==> src/sv/scs_pkg.sv <==
// Shared constants, types and the arctangent table of the scaled sinc unit.
// Depends on nothing; every other file of the unit imports it.
package scs_pkg;

	// Number of rotation steps, limited to the length of the arctangent table.
	localparam int CORDIC_STAGES = 16;
	localparam int ATAN_ENTRIES  = 24;
	localparam int NSTG = (CORDIC_STAGES > ATAN_ENTRIES) ? ATAN_ENTRIES : CORDIC_STAGES;

	// Quotient bits produced by the restoring divider.
	localparam int QBITS = 23;

	// Angle constants in Q24.
	localparam logic signed [27:0] ANG_TWO_PI  = 28'sd105414357;
	localparam logic signed [27:0] ANG_PI      = 28'sd52707179;
	localparam logic signed [27:0] ANG_HALF_PI = 28'sd26353589;
	localparam logic signed [27:0] INV_GAIN    = 28'sd10188014;
	localparam logic [30:0]        MAG_TWO_PI  = 31'd105414357;
	localparam logic [30:0]        SMALL_PHASE = 31'd131072;

	// Result values in Q1.14.
	localparam logic signed [15:0] SINC_ONE = 16'sd16384;
	localparam logic signed [15:0] SINC_MAX = 16'sd32767;
	localparam logic signed [15:0] SINC_MIN = -16'sd32768;

	// Control that travels with each item through the pipeline.
	typedef struct packed {
		logic valid;
		logic last;
		logic near_zero;
	} ctl_t;

	// atan(2^-i) in Q24, rounded to nearest.
	function automatic logic signed [27:0] atan_q24(input int i);
		logic signed [27:0] v;
		unique case (i)
			0: v = 28'sd13176795;
			1: v = 28'sd7778716;
			2: v = 28'sd4110060;
			3: v = 28'sd2086331;
			4: v = 28'sd1047214;
			5: v = 28'sd524117;
			6: v = 28'sd262123;
			7: v = 28'sd131069;
			8: v = 28'sd65536;
			9: v = 28'sd32768;
			10: v = 28'sd16384;
			11: v = 28'sd8192;
			12: v = 28'sd4096;
			13: v = 28'sd2048;
			14: v = 28'sd1024;
			15: v = 28'sd512;
			16: v = 28'sd256;
			17: v = 28'sd128;
			18: v = 28'sd64;
			19: v = 28'sd32;
			20: v = 28'sd16;
			21: v = 28'sd8;
			22: v = 28'sd4;
			default: v = 28'sd2;
		endcase
		return v;
	endfunction

endpackage

==> src/sv/scs_cordic.sv <==
// Rotation-mode CORDIC giving the sine of a Q24 angle, one step per stage.
// Depends on scs_pkg.
module scs_cordic import scs_pkg::*; (
	input  logic               clk,
	input  logic               arst_n,
	input  logic               en,
	input  ctl_t               ctl_in,
	input  logic signed [27:0] angle_in,
	input  logic [30:0]        mag_in,
	output ctl_t               ctl_out,
	output logic signed [27:0] sin_out,
	output logic [30:0]        mag_out
);

	ctl_t               ctl_s [0:NSTG-1];
	logic [30:0]        mag_s [0:NSTG-1];
	logic signed [27:0] cx_s  [0:NSTG-1];
	logic signed [27:0] cy_s  [0:NSTG-1];
	logic signed [27:0] z_s   [0:NSTG-1];

	for (genvar i = 0; i < NSTG; i++) begin : g_step
		ctl_t               c_i;
		logic [30:0]        m_i;
		logic signed [27:0] x_i, y_i, z_i;

		// Step i takes the port for the first stage, else the previous stage.
		if (i == 0) begin : g_first
			assign c_i = ctl_in;
			assign m_i = mag_in;
			assign x_i = INV_GAIN;
			assign y_i = '0;
			assign z_i = angle_in;
		end else begin : g_next
			assign c_i = ctl_s[i-1];
			assign m_i = mag_s[i-1];
			assign x_i = cx_s[i-1];
			assign y_i = cy_s[i-1];
			assign z_i = z_s[i-1];
		end

		always_ff @(posedge clk or negedge arst_n) begin
			if (!arst_n) begin
				ctl_s[i] <= '0;
			end else if (en) begin
				ctl_s[i] <= c_i;
			end
		end

		// Rotate towards a zero residual angle.
		always_ff @(posedge clk) begin
			if (en) begin
				mag_s[i] <= m_i;
				if (!z_i[27]) begin
					cx_s[i] <= x_i - (y_i >>> i);
					cy_s[i] <= y_i + (x_i >>> i);
					z_s[i]  <= z_i - atan_q24(i);
				end else begin
					cx_s[i] <= x_i + (y_i >>> i);
					cy_s[i] <= y_i - (x_i >>> i);
					z_s[i]  <= z_i + atan_q24(i);
				end
			end
		end
	end

	assign ctl_out = ctl_s[NSTG-1];
	assign sin_out = cy_s[NSTG-1];
	assign mag_out = mag_s[NSTG-1];

endmodule

==> config.mk <==
export PLATFORM = sky130hd
export DESIGN_NAME = scs_cordic
export DESIGN_NICKNAME = d
export VERILOG_FILES = /design/src/sv/scs_pkg.sv /design/src/sv/scs_cordic.sv
export SDC_FILE = /design/constraint.sdc
export NUM_CORES = 2
export LEC_CHECK = 0
export BUFFER_PORTS_ARGS = -buffer_cell sky130_fd_sc_hd__buf_2
export CORE_ASPECT_RATIO = 0.5
export CORE_MARGIN = 1.5
export CORE_UTILIZATION = 45
export CTS_CLUSTER_DIAMETER = 50
export DETAILED_ROUTE_END_ITERATION = 16
export MAX_ROUTING_LAYER = met4
export PLACE_DENSITY = 0.72
export SYNTH_ARGS = -nofsm -noshare
export SYNTH_HDL_FRONTEND = slang
export SYNTH_SLANG_ARGS = --single-unit
==> constraint.sdc <==
create_clock -name clk -period 5.65 [get_ports clk]
set_clock_uncertainty 0.2 [all_clocks]
set_input_delay 1.4125 -clock clk [delete_from_list [all_inputs] [get_ports clk]]
set_output_delay 1.4125 -clock clk [all_outputs]
set_load 0.03 [all_outputs]
==> out/metrics.yaml <==
status: "finished clean"
cts_root_buf: "clkbuf_16"
required_ps: 6040
place_inst: 13800
critPathLaunch: "cx_s[0][180]"
grt.total_usage_pct: 18.8
crit_path_start_kind: "register"
async_flop_share_pct: 2.92
grt_setup_unrepaired: "false"
crit_type: "register to register"
die_y_um: 348
slew_viol_final: 0
cts_resized: 0
dp_hpwl_mm: 175
htree_levels: 4
port_buffers: 126
crit_path_end_kind: "register"
fmax_mhz: 194
maxCapViolCount: 0
reg2regPathDepth: 19
nFillCells: 20600
nets: 12000
insertion_delay_ps: 860
reg2reg_slack_ps: 490
ys_seq_elements: 1644
antenna_cells: 0
arrival_ps: 5550
ys_seq_area_share_pct: 45.8
synth_edf_count: 1596
drive_above_1_share_pct: 13.4
wl_per_cell_um: 16.0
grt-ovfl-total: 0
hold_buffers: 0
grt_start_max_net_pins: 180
min_path_type: "register to register"
synth_cells: 9780
finalHoldViolations: 0
critPathCapture: "cy_s[0][223]"
rows: 126
fin_crit_sh_pct: 91.2
min_period_ps: 5160
firstDrtPassIters: 6
die-area_um2: 241000
drt_iter0_drc: 3968
antenna_left: 0
post_cts_buffers: 0
grt_pass1_vias: 74200
gp_routability_congestion: 0.932
synth_nets: 11000
clockBufferDepth: 4
worstMarginPinSlew_ps: 1020
netlist_area_um2: 107000
routed_wl_mm: 225
die_w_um: 693
grt_pass1_wl_mm: 368
cts_buffers: 173
area_delta_synth_final_pct: 15.1
worst-path-max-fanout: 4
io_pins: 127
fin_cells: 14100
yosysWarnings: 0
ys.flop_type: "edfxtp_1"
setup_violations: 0
holdWs_ps: 157
reg2reg_from: "cx_s[0][180]"
fin_util_pct: 52.2
clkSinkCount: 1644
reg2reg_to: "cy_s[0][223]"
relSlewSlack_pct: 31.8
antenna_found_initial: 1
cts_tree: "built"
clk_pin_slew_ps: 60
drc: 0
viasPerCell: 5.32
syn_area_per_cell_um2: 11.0
synth_cell_type_count: 98
routed-via-count: 74900
core-area_um2: 236000
fin_tns_setup_ps: 0
start_util_pct: 45.4
-- metrics by stage --
stage,worst slack [ps],cell area [um2]
3_3_place_gp,-56.8,118000
2_1_floorplan,4.79,107000
4_1_cts,511,123000
6_report,495,123000
5_1_grt,117,123000
3_5_place_dp,-161,118000
-- state kept, by name (all words and copies together), names as in the netlist --
name     flops
mag_s      496
cy_s       420
cx_s       357
z_s        323
ctl_s       45
ctl_out      3
-- routing by layer --
layer,GRT usage (%),part of all wire (%)
met2,32.1,48
met3,2.31,3.2
met4,6.93,3.8
met5,-,0
met1,22.9,45
-- cell type report --
class	count	area (um2)	share of cell area, %
clock inverters	94	935	0.757
well taps	3136	3920	3.18
inverters	423	1590	1.29
flip-flops and latches	1644	49100	39.8
repair buffers	1034	7600	6.16
clock buffers	203	4530	3.67
multi-input cells	7542	55700	45.2
-- critical path: stages, from the launching register on --
cell and delay [ps]:
edfxtp_1 520, nor4_1 430, nand2b_1 130, nor2_1 140, nand4_1 210, or4_1 560
o41ai_1 330, xor2_1 310, ha_1 300, and3_1 190, o21ai_0 100, nor2_1 90
a211oi_1 270, o31ai_1 190, a21oi_1 240, o21ai_0 170, nor3_1 220, o21bai_1 110
a21oi_1 170, xnor2_1 80
-- worst min-delay path by stage --
stage / depth (start not counted) / endpoint / slack, ps / startpoint
6_report: 0 / mag_s[0][216] / 160 / mag_s[0][185]
4_1_cts: 0 / mag_s[0][216] / 160 / mag_s[0][185]
3_5_place_dp: 0 / mag_s[0][120] / 200 / mag_s[0][89]
3_3_place_gp: 0 / mag_s[0][202] / 200 / mag_s[0][171]
2_1_floorplan: 0 / mag_s[0][100] / 200 / mag_s[0][69]
5_1_grt: 0 / mag_s[0][65] / 170 / mag_s[0][34]
-- cells in the final DEF (no fill, tap or decap), types with 36 or more instances in the layout --
cell and count:
nor3_1 230, xnor2_1 949, nor4_1 48, buf_2 125
o21bai_1 119, nand3_1 135, a21oi_1 897, nand4_1 41
a31oi_1 86, and2_1 43, clkbuf_16 176, inv_1 413
nor2_1 752, mux2_2 81, nand2b_1 160, xor2_1 413
a21o_1 353, and3_1 76, ha_1 1098, o41ai_1 40
mux2i_1 37, dfrtp_1 48, edfxtp_1 1596, or3_1 65
or2_2 42, nand2_1 430, o21ai_0 463, buf_4 897
nor2b_1 152, o31ai_1 90, fa_1 41, a211oi_1 65
o21a_1 159, clkinv_1 36
-- cells in the mapped netlist (all sizes together) (37+ instances only) --
cell type     n  area (um2)
a21o        354        2660
clkbuf      107         403
buf          64         363
nand2b      160        1000
a211oi       66         508
a21oi       898        4500
o21bai      121         916
a31oi        87         551
o21ai       480        2400
nor2        752        2820
nand3       135         676
inv         417        1570
o41ai        42         383
nand2       433        1630
mux2         81         912
and2         44         277
fa           41         821
mux2i        37         370
nor2b       152         951
o31ai        90         676
nor3        231        1170
ha         1098       13700
or2          43         269
edfxtp     1596       47900
and3         76         475
nor4         49         313
nand4        41         257
dfrtp        48        1200
xor2        413        3620
o21a        159        1190
xnor2       949        8310
or3          66         418
-- cells by family after synthesis --
group / after synthesis / share of synthesized area [%]
buffers and inverters: 594 / 2.20
flip-flops: 1644 / 45.8
adder cells (fa/ha/maj): 1139 / 13.6
multiplexers: 118 / 1.20
AND/OR/NAND/NOR: 2264 / 10.2
AO/OA/AOI/OAI: 2659 / 15.9
XOR/XNOR: 1362 / 11.1
Power is left out: the tool's default activity adds up to more than one toggle a clock period on the data nets, which glitch-free logic cannot reach.
