### config.mk
export PLATFORM = sky130hd
export DESIGN_NAME = scs_divide
export DESIGN_NICKNAME = d
export VERILOG_FILES = /design/src/sv/scs_pkg.sv /design/src/sv/scs_divide.sv
export SDC_FILE = /design/constraint.sdc
export NUM_CORES = 2
export LEC_CHECK = 0
export ABC_AREA = 1
export BUFFER_PORTS_ARGS = -buffer_cell sky130_fd_sc_hd__buf_2
export CORE_UTILIZATION = 55
export DETAILED_ROUTE_END_ITERATION = 8
export HOLD_SLACK_MARGIN = 0.15
export PLACE_DENSITY_LB_ADDON = 0.05
export SYNTH_ARGS = -nofsm -noshare
export SYNTH_HDL_FRONTEND = slang
export SYNTH_SLANG_ARGS = --single-unit
### constraint.sdc
create_clock -name clk -period 3.1 [get_ports clk]
set_input_delay 0 -clock clk [delete_from_list [all_inputs] [get_ports clk]]
set_output_delay 0 -clock clk [all_outputs]
set_load 0.01 [all_outputs]
### src/sv/scs_pkg.sv
// Shared constants, types and the arctangent table of the scaled sinc unit.
// Depends on nothing; every other file of the unit imports it.
package scs_pkg;

	// Number of rotation steps, limited to the length of the arctangent table.
	localparam int CORDIC_STAGES = 16;
	localparam int ATAN_ENTRIES  = 24;
	localparam int NSTG = (CORDIC_STAGES > ATAN_ENTRIES) ? ATAN_ENTRIES : CORDIC_STAGES;

	// Quotient bits produced by the restoring divider.
	localparam int QBITS = 23;

	// Angle constants in Q24.
	localparam logic signed [27:0] ANG_TWO_PI  = 28'sd105414357;
	localparam logic signed [27:0] ANG_PI      = 28'sd52707179;
	localparam logic signed [27:0] ANG_HALF_PI = 28'sd26353589;
	localparam logic signed [27:0] INV_GAIN    = 28'sd10188014;
	localparam logic [30:0]        MAG_TWO_PI  = 31'd105414357;
	localparam logic [30:0]        SMALL_PHASE = 31'd131072;

	// Result values in Q1.14.
	localparam logic signed [15:0] SINC_ONE = 16'sd16384;
	localparam logic signed [15:0] SINC_MAX = 16'sd32767;
	localparam logic signed [15:0] SINC_MIN = -16'sd32768;

	// Control that travels with each item through the pipeline.
	typedef struct packed {
		logic valid;
		logic last;
		logic near_zero;
	} ctl_t;

	// atan(2^-i) in Q24, rounded to nearest.
	function automatic logic signed [27:0] atan_q24(input int i);
		logic signed [27:0] v;
		unique case (i)
			0: v = 28'sd13176795;
			1: v = 28'sd7778716;
			2: v = 28'sd4110060;
			3: v = 28'sd2086331;
			4: v = 28'sd1047214;
			5: v = 28'sd524117;
			6: v = 28'sd262123;
			7: v = 28'sd131069;
			8: v = 28'sd65536;
			9: v = 28'sd32768;
			10: v = 28'sd16384;
			11: v = 28'sd8192;
			12: v = 28'sd4096;
			13: v = 28'sd2048;
			14: v = 28'sd1024;
			15: v = 28'sd512;
			16: v = 28'sd256;
			17: v = 28'sd128;
			18: v = 28'sd64;
			19: v = 28'sd32;
			20: v = 28'sd16;
			21: v = 28'sd8;
			22: v = 28'sd4;
			default: v = 28'sd2;
		endcase
		return v;
	endfunction

endpackage

### src/sv/scs_divide.sv
// Restoring divider forming round(sin * 2^14 / |phase|), then saturation.
// Depends on scs_pkg.
module scs_divide import scs_pkg::*; (
	input  logic               clk,
	input  logic               arst_n,
	input  logic               en,
	input  ctl_t               ctl_in,
	input  logic signed [27:0] sin_in,
	input  logic [30:0]        mag_in,
	output ctl_t               ctl_out,
	output logic signed [15:0] sinc_value
);

	ctl_t             ctl_s [0:QBITS];
	logic             neg_s [0:QBITS];
	logic [30:0]      mag_s [0:QBITS];
	logic [39:0]      rem_s [0:QBITS];
	logic [QBITS-1:0] q_s   [0:QBITS];

	logic [27:0] abs_sin;

	// Rounded numerator: |s| * 2^14 + |p| / 2.
	assign abs_sin = sin_in[27] ? 28'(-sin_in) : 28'(sin_in);

	always_ff @(posedge clk or negedge arst_n) begin
		if (!arst_n) begin
			ctl_s[0] <= '0;
		end else if (en) begin
			ctl_s[0] <= ctl_in;
		end
	end

	always_ff @(posedge clk) begin
		if (en) begin
			neg_s[0] <= sin_in[27];
			mag_s[0] <= mag_in;
			rem_s[0] <= (40'(abs_sin) << 14) + 40'(mag_in >> 1);
			q_s[0]   <= '0;
		end
	end

	// One quotient bit per stage, most significant first.
	for (genvar j = 1; j <= QBITS; j++) begin : g_bit
		localparam int K = QBITS - j;
		logic take;

		assign take = (rem_s[j-1] >> K) >= 40'(mag_s[j-1]);

		always_ff @(posedge clk or negedge arst_n) begin
			if (!arst_n) begin
				ctl_s[j] <= '0;
			end else if (en) begin
				ctl_s[j] <= ctl_s[j-1];
			end
		end

		always_ff @(posedge clk) begin
			if (en) begin
				neg_s[j] <= neg_s[j-1];
				mag_s[j] <= mag_s[j-1];
				rem_s[j] <= take ? rem_s[j-1] - (40'(mag_s[j-1]) << K) : rem_s[j-1];
				q_s[j]   <= q_s[j-1] | (take ? (QBITS'(1) << K) : '0);
			end
		end
	end

	// Apply the sign, saturate, and force 1.0 for a small phase.
	logic signed [15:0] res;
	logic [QBITS-1:0]   qm;

	always_comb begin
		qm = q_s[QBITS];
		if (ctl_s[QBITS].near_zero) begin
			res = SINC_ONE;
		end else if (neg_s[QBITS]) begin
			res = (qm >= QBITS'(32768)) ? SINC_MIN : 16'(-signed'({1'b0, qm}));
		end else begin
			res = (qm > QBITS'(32767)) ? SINC_MAX : signed'(qm[15:0]);
		end
	end

	always_ff @(posedge clk or negedge arst_n) begin
		if (!arst_n) begin
			ctl_out <= '0;
		end else if (en) begin
			ctl_out <= ctl_s[QBITS];
		end
	end

	always_ff @(posedge clk) begin
		if (en) begin
			sinc_value <= res;
		end
	end

endmodule

==> results.ini <==
[outcome]
status=finished, final reports clean

[layout]
fillers=15863
final_cells=14445
layout-drive-gt1-share_pct=7.50
design_area_sq_mm=0.117
synthToLayoutAreaGrowth_pct=12.0
final_util_pct=62.1
fin_nets=12514
final_cell_mix=nand2_1 (2633), edfxtp_1 (1718), inv_1 (1515)
layout_commonest_cell=nand2_1

[detailed_routing]
avgRoutedWirePerCell_um=21.0
drc=0
drtIter0Drc=7688
wirelength_um=304000
viasPerCell=5.66
ant_nets=0
drtPass1Iterations=6
vias=81824

[clock_network]
cts_tree=done
cts_sinks=1793
ctsHtreeMaxLevel=4
insertion_delay_ps=890
cts-root-buf=clkbuf_16
clkSlewWorstSetupHoldPaths_ps=70
cts_buffers=190
cts_buffer_depth=3

[place]
dp_hpwl_um=239000
dp_slack_ps=-103
io_buffers=82
placedCellCount=13947
placed_area_sq_mm=0.109
gp_congestion=1.00

[yosys]
synth_edf_count=1718
avgSynthCellArea_sq_um=9.22
synth_nets=12041
synthTopCellsByArea=edfxtp_1 (49%), nand2_1 (9.5%), ha_1 (7.7%), inv_1 (5.5%), a21oi_1 (3.9%)
synthesis.area_sq_mm=0.104
syn_inst=11310
synth_area_leader_cell=edfxtp_1
synth_cell_types=76
synth_top_flop_cell=edfxtp_1
synth.top_cell.area_share_pct=49.5
synthArstFlopShare_pct=4.18
ys_ff_latch=1793
ys_warn_count=0
yosysSeqAreaShare_pct=51.3

[worst_setup_path]
crit_fanout=55
crit_chain=inv_1, ha_1, nand2_1, o21bai_1, a21oi_2, o21ai_2, nand3_1, nand2_2, a21oi_4, buf_12, o21ai_0
cp_data_arrival_time_ps=3660
cp_top_family=compound AO/OA/AOI/OAI gates
crit_path_end_kind=flop
slowest_stage=edfxtp_1
cp.required_ps=3690
slowest_delay_ps=590
path_class=flop to flop
cp.buffers_inverters=2
crit_path_start_kind=flop

[timing]
setup_viol=0
period_minus_slack_ps=3070
hold_viol=0
worst_pin_slew_ps=1020
post-route-period-util_pct=99.0
setup_slack_ps=31.1
fmax_mhz=326
slew_headroom_pct=31.4
fin_skew_ps=58.5
slew_viol_final=0

[global_routing]
grt_pass1_wl_um=459000
grt_overflow=0
grt_pass1_vias=78509
antenna_found_initial=9
grt.total_usage_pct=31.3
grt_start_max_net_pins=109

[power_and_ir_drop]
clkPwrFrac_pct=27.2
swShare_pct=36.6
netSwitchingPower_mw=31.5
peakVddDrop_mv=0.770
p_int_mw=54.6
seqPwrFrac_pct=39.7
leakagePower_nw=49.9
p_comb_share_pct=33.0
finalPower_mw=86.1
powerDensity_mw_per_mm2=737

[die]
core_sq_mm=0.188
pin_count=84
start_util_pct=55.5
die-area_sq_mm=0.191
rows=159
die_h_um=437
die_w_um=437

[flow_run]
max-cap-violations=0

[min_path]
min_path_type=primary input to flop

-- per-layer routing --
layer / GRT usage, % / wire (um) / vias to the layer above
met5: 0 / 0 / -
met4: 11.1 / 11800 / 0
met3: 4.30 / 19200 / 532
met2: 51.6 / 143000 / 2866
met1: 42.2 / 129000 / 38941
li1: - / - / 39485
-- path summary, 6_finish.rpt --
kind                                          endpoint  cells past startpoint  slack (ps)                   start
worst max-delay path            rem_s[2][99]$_DFFE_PP_                     11          30  mag_s[17][5]$_DFFE_PP_
worst min-delay path            rem_s[0][15]$_DFFE_PP_                      6         160               sin_in[1]
worst max register to register  rem_s[2][99]$_DFFE_PP_                     11          30  mag_s[17][5]$_DFFE_PP_
worst min register to register  mag_s[6][25]$_DFFE_PP_                      0         400  mag_s[5][25]$_DFFE_PP_
max in group asynchronous        ctl_s[66]$_DFFE_PN0P_                      4        2550                  arst_n
min in group asynchronous       ctl_out[0]$_DFFE_PN0P_                      4         260                  arst_n
-- cells by family after synthesis --
logic type / count (synthesis) / share of synthesized area [%]
and+or+nand+nor: 4701 / 19.0
DFF: 1793 / 51.3
buffers and inverters: 1682 / 6.56
AOI/OAI and AO/OA: 1964 / 10.8
adders and majority gates: 666 / 8.16
muxes: 3 / 0.0324
xor gates and xnor gates: 501 / 4.21
-- cells in the mapped netlist, types with 7 or more instances --
cell         n
o31ai_1      9
a21boi_0    29
a211oi_1    10
buf_6       41
nor3_1     145
and2_1       8
a21oi_2     39
xnor2_1    232
o21a_1      25
dfrtp_1     75
nor3_2       9
o21bai_1    55
buf_4       17
a31oi_1     50
or2_2       20
a21o_1      89
nand2_4      7
buf_2       52
and3_1      10
o21ai_1    105
nand4_1    168
nand2_2     34
nor4_1      60
xor2_1     269
nand2_1   2637
inv_1     1516
edfxtp_1  1718
o21ai_0    578
clkbuf_1    29
nand3_1    523
o21ai_2     89
a21oi_1    817
nor2_2      14
nand3b_1    63
ha_1       643
buf_1       11
o211ai_1    31
nand3_2     16
fa_1        23
nor2_1     968
-- timing repair --
action                                  4_1_cts  5_1_grt
pin swaps                                     0       10
hold buffers                                139        0
buffers inserted                              1        2
endpoints found under the hold margin      1820        0
resized for setup                             1       36
endpoints found under the setup margin        6       44
-- area by class of cell --
cell class,instances,area (sq um),area share (%)
well taps,2495,3120,2.67
flip-flops and latches,1793,53500,45.8
repair buffers,439,3900,3.34
diodes,2,5.00,0.00428
inverters,1524,5730,4.90
multi-input cells,7835,44100,37.8
clock buffers,221,4890,4.19
clock inverters,136,1600,1.37
-- power groups by stage --
stage	Combinational [mW]	Sequential, mW	Clock [mW]
after floorplan	19.9	32.7	0
after global placement	27.3	34.6	0
after detailed placement	27.6	34.6	0
after CTS	28.0	34.2	23.8
after global routing	31.5	34.4	24.7
final	28.4	34.2	23.4
-- metrics by stage --
step / setup TNS, ps / hold WS (ps)
4_1_cts: 0 / 153
3_5_place_dp: -362 / 178
2_1_floorplan: 0 / -296
6_report: 0 / 161
3_3_place_gp: -166 / 169
5_1_grt: -11.7 / 173
-- worst reg2reg max path, delay by kind of cell, from the launching register on --
family                     cells  cell delay [ps]
DFF                            1              590
buffers and inverters          2              290
adders and majority gates      1              380
and+or+nand+nor                3              440
AOI/OAI and AO/OA              5             1100
-- flip-flops by register name, indices dropped and copies added, names as in the netlist --
name	flops
mag_s	510
q_s	276
ctl_out	3
ctl_s	72
rem_s	892
sinc_value	16
neg_s	24
Power figures use the tool's default switching activity.
