[src/sv/scs_pkg.sv]
// Shared constants, types and the arctangent table of the scaled sinc unit.
// Depends on nothing; every other file of the unit imports it.
package scs_pkg;

	// Number of rotation steps, limited to the length of the arctangent table.
	localparam int CORDIC_STAGES = 16;
	localparam int ATAN_ENTRIES  = 24;
	localparam int NSTG = (CORDIC_STAGES > ATAN_ENTRIES) ? ATAN_ENTRIES : CORDIC_STAGES;

	// Quotient bits produced by the restoring divider.
	localparam int QBITS = 23;

	// Angle constants in Q24.
	localparam logic signed [27:0] ANG_TWO_PI  = 28'sd105414357;
	localparam logic signed [27:0] ANG_PI      = 28'sd52707179;
	localparam logic signed [27:0] ANG_HALF_PI = 28'sd26353589;
	localparam logic signed [27:0] INV_GAIN    = 28'sd10188014;
	localparam logic [30:0]        MAG_TWO_PI  = 31'd105414357;
	localparam logic [30:0]        SMALL_PHASE = 31'd131072;

	// Result values in Q1.14.
	localparam logic signed [15:0] SINC_ONE = 16'sd16384;
	localparam logic signed [15:0] SINC_MAX = 16'sd32767;
	localparam logic signed [15:0] SINC_MIN = -16'sd32768;

	// Control that travels with each item through the pipeline.
	typedef struct packed {
		logic valid;
		logic last;
		logic near_zero;
	} ctl_t;

	// atan(2^-i) in Q24, rounded to nearest.
	function automatic logic signed [27:0] atan_q24(input int i);
		logic signed [27:0] v;
		unique case (i)
			0: v = 28'sd13176795;
			1: v = 28'sd7778716;
			2: v = 28'sd4110060;
			3: v = 28'sd2086331;
			4: v = 28'sd1047214;
			5: v = 28'sd524117;
			6: v = 28'sd262123;
			7: v = 28'sd131069;
			8: v = 28'sd65536;
			9: v = 28'sd32768;
			10: v = 28'sd16384;
			11: v = 28'sd8192;
			12: v = 28'sd4096;
			13: v = 28'sd2048;
			14: v = 28'sd1024;
			15: v = 28'sd512;
			16: v = 28'sd256;
			17: v = 28'sd128;
			18: v = 28'sd64;
			19: v = 28'sd32;
			20: v = 28'sd16;
			21: v = 28'sd8;
			22: v = 28'sd4;
			default: v = 28'sd2;
		endcase
		return v;
	endfunction

endpackage

[src/sv/scs_reduce.sv]
// Phase product, reduction modulo 2*pi and folding into [-pi/2, pi/2].
// Depends on scs_pkg.
module scs_reduce import scs_pkg::*; (
	input  logic               clk,
	input  logic               arst_n,
	input  logic               en,
	input  logic signed [15:0] scale_factor,
	input  logic               in_valid,
	input  logic signed [15:0] x_sample,
	input  logic               last_in,
	output ctl_t               ctl_out,
	output logic signed [27:0] angle_out,
	output logic [30:0]        mag_out
);

	// Stage 0 holds the magnitude of the product, stages 1 to 4 subtract
	// 8, 4, 2 and 1 times 2*pi.
	ctl_t        ctl_s [0:4];
	logic [30:0] mag_s [0:4];
	logic [30:0] phase_s [0:4];

	logic signed [31:0] prod;
	logic [31:0]        absp;

	// Exact phase product and its magnitude.
	always_comb begin
		prod = scale_factor * x_sample;
		absp = prod[31] ? 32'(-prod) : 32'(prod);
	end

	always_ff @(posedge clk or negedge arst_n) begin
		if (!arst_n) begin
			ctl_s[0] <= '0;
		end else if (en) begin
			ctl_s[0] <= '{valid: in_valid, last: last_in,
				near_zero: (absp[30:0] < SMALL_PHASE)};
		end
	end

	always_ff @(posedge clk) begin
		if (en) begin
			mag_s[0]   <= absp[30:0];
			phase_s[0] <= absp[30:0];
		end
	end

	// Conditional subtraction of a multiple of 2*pi, one per stage.
	for (genvar j = 1; j <= 4; j++) begin : g_mod
		localparam logic [30:0] K = 31'(MAG_TWO_PI << (4 - j));

		always_ff @(posedge clk or negedge arst_n) begin
			if (!arst_n) begin
				ctl_s[j] <= '0;
			end else if (en) begin
				ctl_s[j] <= ctl_s[j-1];
			end
		end

		always_ff @(posedge clk) begin
			if (en) begin
				mag_s[j]   <= mag_s[j-1];
				phase_s[j] <= (phase_s[j-1] >= K) ? phase_s[j-1] - K : phase_s[j-1];
			end
		end
	end

	// Fold the remainder into [-pi/2, pi/2].
	logic signed [27:0] r0, r1, r2;

	always_comb begin
		r0 = signed'(phase_s[4][27:0]);
		r1 = (r0 > ANG_PI) ? r0 - ANG_TWO_PI : r0;
		if (r1 > ANG_HALF_PI) begin
			r2 = ANG_PI - r1;
		end else if (r1 < -ANG_HALF_PI) begin
			r2 = -ANG_PI - r1;
		end else begin
			r2 = r1;
		end
	end

	always_ff @(posedge clk or negedge arst_n) begin
		if (!arst_n) begin
			ctl_out <= '0;
		end else if (en) begin
			ctl_out <= ctl_s[4];
		end
	end

	always_ff @(posedge clk) begin
		if (en) begin
			angle_out <= r2;
			mag_out   <= mag_s[4];
		end
	end

endmodule

[config.mk]
export PLATFORM = sky130hd
export DESIGN_NAME = scs_reduce
export DESIGN_NICKNAME = d
export VERILOG_FILES = /design/src/sv/scs_pkg.sv /design/src/sv/scs_reduce.sv
export SDC_FILE = /design/constraint.sdc
export NUM_CORES = 1
export LEC_CHECK = 0
export BUFFER_PORTS_ARGS = -buffer_cell sky130_fd_sc_hd__buf_2
export CORE_MARGIN = 10
export CORE_UTILIZATION = 30
export CTS_BUF_LIST = sky130_fd_sc_hd__clkbuf_4 sky130_fd_sc_hd__clkbuf_8 sky130_fd_sc_hd__clkbuf_16
export CTS_CLUSTER_DIAMETER = 80
export CTS_CLUSTER_SIZE = 10
export DETAILED_ROUTE_END_ITERATION = 10
export SYNTH_ARGS = -nofsm -noshare
export SYNTH_HDL_FRONTEND = slang
export SYNTH_SLANG_ARGS = --single-unit
export TNS_END_PERCENT = 10
[constraint.sdc]
create_clock -name clk -period 5.9 [get_ports clk]
set_clock_uncertainty 0.05 [all_clocks]
set_input_delay 0.885 -clock clk [delete_from_list [all_inputs] [get_ports clk]]
set_output_delay 0.885 -clock clk [all_outputs]
set_load 0.05 [all_outputs]
==> report_table.html <==
<table>
<tr><th>Metric</th><th>Value</th></tr>
<tr><th colspan="2">Finish</th></tr>
<tr><td>Cell area after layout</td><td>0.0336 mm^2</td></tr>
<tr><td>Area used by multi-input combinational logic</td><td>0.0163 mm^2</td></tr>
<tr><td>Area delta synth-&gt;final</td><td>22.0%</td></tr>
<tr><td>Ant diodes</td><td>0</td></tr>
<tr><td>Layout Utilization</td><td>36.8%</td></tr>
<tr><td>Fraction of final layout cells with drive strength greater than 1</td><td>22.3%</td></tr>
<tr><td>Area taken by flip-flops and latches</td><td>0.0103 mm^2</td></tr>
<tr><td># nets final</td><td>3339</td></tr>
<tr><td>Number of inserted filler cells in the final layout</td><td>9048</td></tr>
<tr><th colspan="2">Die</th></tr>
<tr><td>Core Footprint</td><td>0.0914 mm^2</td></tr>
<tr><td>Number of standard-cell rows in the floorplan</td><td>111</td></tr>
<tr><td>Die Footprint</td><td>0.104 mm^2</td></tr>
<tr><td>Die outline width</td><td>323 um</td></tr>
<tr><td>Starting density of the core</td><td>30.2%</td></tr>
<tr><td>Number of ports placed on the die boundary</td><td>99</td></tr>
<tr><td>Vertical extent of the die</td><td>323 um</td></tr>
<tr><th colspan="2">Worst setup path</th></tr>
<tr><td>Cell at the slowest stage of the critical path</td><td>sky130_fd_sc_hd__fa_2</td></tr>
<tr><td>Worst Path Required</td><td>6.30 ns</td></tr>
<tr><td>Arrival time reported for the critical path endpoint</td><td>7.60 ns</td></tr>
<tr><td>Top delay family on crit path</td><td>adder cells</td></tr>
<tr><td>Sort of element at the end of the critical path</td><td>register</td></tr>
<tr><td>Buffers plus inverters on the worst setup path</td><td>4</td></tr>
<tr><td>Critical path cell sequence</td><td>buf_12, buf_4, and2_4, fa_2, fa_2, fa_1, fa_1, fa_1, inv_1, fa_1, inv_1, ha_4, and3_4, a32o_1, or3_4, a41oi_4, a21oi_4, xnor2_4, o21a_1, or4_1, or4_4, o41ai_2</td></tr>
<tr><td>Critical path launch point type</td><td>input pin</td></tr>
<tr><td>CP peak stage delay</td><td>0.57 ns</td></tr>
<tr><td>R2r worst-path depth</td><td>17</td></tr>
<tr><td>Path length in cells of the critical path</td><td>22</td></tr>
<tr><td>Most prevalent standard cell on the critical path</td><td>sky130_fd_sc_hd__fa_1</td></tr>
<tr><td>CP max FO</td><td>8</td></tr>
<tr><td>Critical path start-end classification</td><td>in -&gt; reg</td></tr>
<tr><th colspan="2">STA</th></tr>
<tr><td>Final period demand of the worst path</td><td>7.20 ns</td></tr>
<tr><td>Unrepaired setup endpoints after global routing</td><td>yes</td></tr>
<tr><td>F_max</td><td>139 MHz</td></tr>
<tr><td>Post-route setup slack</td><td>-1.30 ns</td></tr>
<tr><td>Total Negative Setup Slacks</td><td>-19.83 ns</td></tr>
<tr><td>Relative max-transition margin</td><td>23.5%</td></tr>
<tr><td>Final worst path period share</td><td>122%</td></tr>
<tr><td>Number of endpoints failing setup at the final stage</td><td>31</td></tr>
<tr><td>Hold violation total from the final report</td><td>0</td></tr>
<tr><td>Worst slew pin tran</td><td>1.15 ns</td></tr>
<tr><td>Final slew viol count</td><td>0</td></tr>
<tr><th colspan="2">Drt</th></tr>
<tr><td>Routed length on met3</td><td>2700 um</td></tr>
<tr><td>Total wire length after detailed routing</td><td>62600 um</td></tr>
<tr><td>Detailed-routing wirelength on met1</td><td>27300 um</td></tr>
<tr><td>Met2 routed wirelength</td><td>30800 um</td></tr>
<tr><td>Vias per cell</td><td>4.69</td></tr>
<tr><td>Uppermost layer routed</td><td>met5</td></tr>
<tr><td>Final routed wire length divided by cell count</td><td>15.1 um</td></tr>
<tr><td>Total via count in the routed design</td><td>19400</td></tr>
<tr><td>Remaining design rule violation count</td><td>0</td></tr>
<tr><td>TritonRoute pass-1 iters</td><td>5</td></tr>
<tr><td>Final ANT Viol Nets</td><td>0</td></tr>
<tr><td>Count of routing violations after the opening detailed-route iteration</td><td>1112</td></tr>
<tr><th colspan="2">Synth</th></tr>
<tr><td>EDFF count, synth</td><td>329</td></tr>
<tr><td>Total of warnings raised by yosys</td><td>0</td></tr>
<tr><td>Mean instance size in the synthesized netlist</td><td>10.7 um^2</td></tr>
<tr><td>Commonest cells in the netlist</td><td>sky130_fd_sc_hd__inv_1 (339), sky130_fd_sc_hd__edfxtp_1 (329), sky130_fd_sc_hd__nand2_1 (277)</td></tr>
<tr><td>Post-synth top flop</td><td>sky130_fd_sc_hd__edfxtp_1</td></tr>
<tr><td>Post-synth design cell area</td><td>0.0276 mm^2</td></tr>
<tr><td>Library cell occupying the most area in the post-synthesis netlist</td><td>sky130_fd_sc_hd__edfxtp_1</td></tr>
<tr><td>Share of synthesized area occupied by flip-flops and latches</td><td>37.5%</td></tr>
<tr><td>Synth Register Bits</td><td>347</td></tr>
<tr><td>Biggest area contributors in the synthesized netlist</td><td>sky130_fd_sc_hd__edfxtp_1 (36%), sky130_fd_sc_hd__fa_1 (19%), sky130_fd_sc_hd__inv_1 (4.6%)</td></tr>
<tr><td>Count leader, synth</td><td>sky130_fd_sc_hd__inv_1</td></tr>
<tr><td>Synthesized instance count</td><td>2587</td></tr>
<tr><td>Share of flip-flops with an asynchronous set or reset after synthesis</td><td>5.19%</td></tr>
<tr><td>Number of nets produced by synthesis</td><td>2983</td></tr>
<tr><td>Area share of the leading cell type in the synthesized netlist</td><td>35.8%</td></tr>
<tr><td>Synth cell types</td><td>102</td></tr>
<tr><th colspan="2">Global routing</th></tr>
<tr><td>Number of antenna violations at the first check in global routing</td><td>2</td></tr>
<tr><td>Residual overflow from global routing</td><td>0</td></tr>
<tr><td>Pin count of the biggest net entering global routing</td><td>168</td></tr>
<tr><td>Via count of the first global-routing pass</td><td>20100</td></tr>
<tr><td>Global-route total usage across every layer</td><td>12.0%</td></tr>
<tr><td>Global-route wire length before repair</td><td>103000 um</td></tr>
<tr><th colspan="2">Placement</th></tr>
<tr><td>Post-DP HPWL</td><td>50100 um</td></tr>
<tr><td>Weighted congestion reported at the end of routability-driven placement</td><td>0.850</td></tr>
<tr><td>Area after DPL</td><td>0.0313 mm^2</td></tr>
<tr><td>Buffers added on ports</td><td>98</td></tr>
<tr><th colspan="2">CTS</th></tr>
<tr><td>Number of buffers between clock root and the deepest sink</td><td>3</td></tr>
<tr><td>Insertion delay to the later sink of the worst-skew pair</td><td>0.60 ns</td></tr>
<tr><td>Clock slew at the register clock pins of the worst setup and hold paths</td><td>0.05 ns</td></tr>
<tr><td>Cts bufs inserted</td><td>43</td></tr>
<tr><td>Cell at the root of the clock tree</td><td>sky130_fd_sc_hd__clkbuf_16</td></tr>
<tr><td>Number of buffers added to fix hold violations after cts</td><td>0</td></tr>
<tr><td>Clock tree from TritonCTS</td><td>yes</td></tr>
<tr><td>Clock sink count</td><td>347</td></tr>
<tr><td>CTS H-tree depth</td><td>2</td></tr>
<tr><th colspan="2">Status</th></tr>
<tr><td>Outcome</td><td>finished with violations</td></tr>
<tr><td>Violations in the final reports</td><td>negative setup slack</td></tr>
<tr><th colspan="2">Run</th></tr>
<tr><td>MaxCap Viol Count</td><td>0</td></tr>
<tr><th colspan="2">Hold path</th></tr>
<tr><td>Type of the worst min-delay path</td><td>in -&gt; async</td></tr>
</table>
==> metrics by stage <==
step	cells	hold WS (ns)	worst slack [ns]
5_1_grt	4145	0.181	-1.53
3_5_place_dp	4047	0.355	-2.15
3_3_place_gp	4047	0.352	-2.06
4_1_cts	4136	0.154	-1.22
6_report	4145	0.189	-1.30
2_1_floorplan	2587	0.350	-1.76
==> registers in the layout, summed over array words and instances (netlist names) <==
signal	flops
angle_out	28
ctl_out	3
ctl_s	15
mag_out	31
mag_s	118
phase_s	152
==> layout make-up <==
type | instances | share of cell area (%)
clock buffers | 51 | 3.38
multi-input cells | 1805 | 48.3
inverters | 340 | 3.80
clock inverters | 10 | 0.301
well taps | 1186 | 4.41
repair buffers | 406 | 9.09
flip-flops and latches | 347 | 30.7
==> logic make-up (layout without fill, tap and decap cells) <==
logic type                 count (synthesis)  after routing  share of synthesized area (%)
xor gates and xnor gates                 209            209                           6.69
and+or+nand+nor                          821            821                           15.2
adders and majority gates                359            359                           23.4
muxes                                     25             25                          0.993
AOI/OAI and AO/OA                        391            391                           10.0
buffers and inverters                    435            807                           6.22
DFF                                      347            347                           37.5
==> final timing paths <==
check | start | to | slack [ns]
max | x_sample[4] | ctl_s[12] | -1.30
max in group asynchronous | arst_n | ctl_s[12] | 5.23
min | arst_n | ctl_out[1] | 0.19
max reg2reg | phase_s[0][138] | angle_out[3] | 0.61
min in group clk | mag_s[1][5] | mag_s[2][5] | 0.36
min reg2reg | mag_s[1][5] | mag_s[2][5] | 0.36
==> per-layer routing <==
| metal | vias up | GRT usage (%) |
|---|---|---|
| li1 | 9496 | - |
| met1 | 9416 | 14.9 |
| met2 | 402 | 21.3 |
| met3 | 112 | 1.76 |
| met4 | 2 | 3.76 |
| met5 | - | 0 |
==> what timing repair did <==
item	in CTS	in global routing
gates cloned	0	1
setup buffers	29	8
gates resized for setup	131	61
pin swaps	75	49
endpoints found under the setup margin	31	31
==> cell usage in the layout, fill, tap and decap left out, drive strengths merged, types with 22 or more instances in the layout <==
| cell type | instances |
|---|---|
| xnor2 | 142 |
| buf | 403 |
| a21oi | 78 |
| nor3 | 52 |
| o211ai | 24 |
| nand4 | 23 |
| nand3 | 41 |
| and2 | 137 |
| nand2 | 277 |
| edfxtp | 329 |
| nor2 | 127 |
| clkbuf | 54 |
| fa | 262 |
| nand2b | 23 |
| o21a | 24 |
| ha | 97 |
| xor2 | 67 |
| nor4 | 22 |
| inv | 341 |
| o21ai | 81 |
==> worst register-to-register path, cell delays in order, from the launching register on <==
cell                       delay (ns)
sky130_fd_sc_hd__edfxtp_1        0.56
sky130_fd_sc_hd__or3_4           0.43
sky130_fd_sc_hd__nor4_4          0.34
sky130_fd_sc_hd__a21boi_4        0.38
sky130_fd_sc_hd__o21ai_4         0.08
sky130_fd_sc_hd__nor2_1          0.13
sky130_fd_sc_hd__xnor2_1         0.21
sky130_fd_sc_hd__inv_1           0.19
sky130_fd_sc_hd__ha_1            0.24
sky130_fd_sc_hd__or3_1           0.37
sky130_fd_sc_hd__a311oi_1        0.25
sky130_fd_sc_hd__o31ai_1         0.17
sky130_fd_sc_hd__o211a_1         0.30
sky130_fd_sc_hd__nor4b_4         0.25
sky130_fd_sc_hd__buf_4           0.19
sky130_fd_sc_hd__o21a_1          0.47
sky130_fd_sc_hd__nand3_1         0.14
sky130_fd_sc_hd__a31o_1          0.23
Power is left out: the tool's default activity adds up to more than one toggle a clock period on the data nets, which glitch-free logic cannot reach.
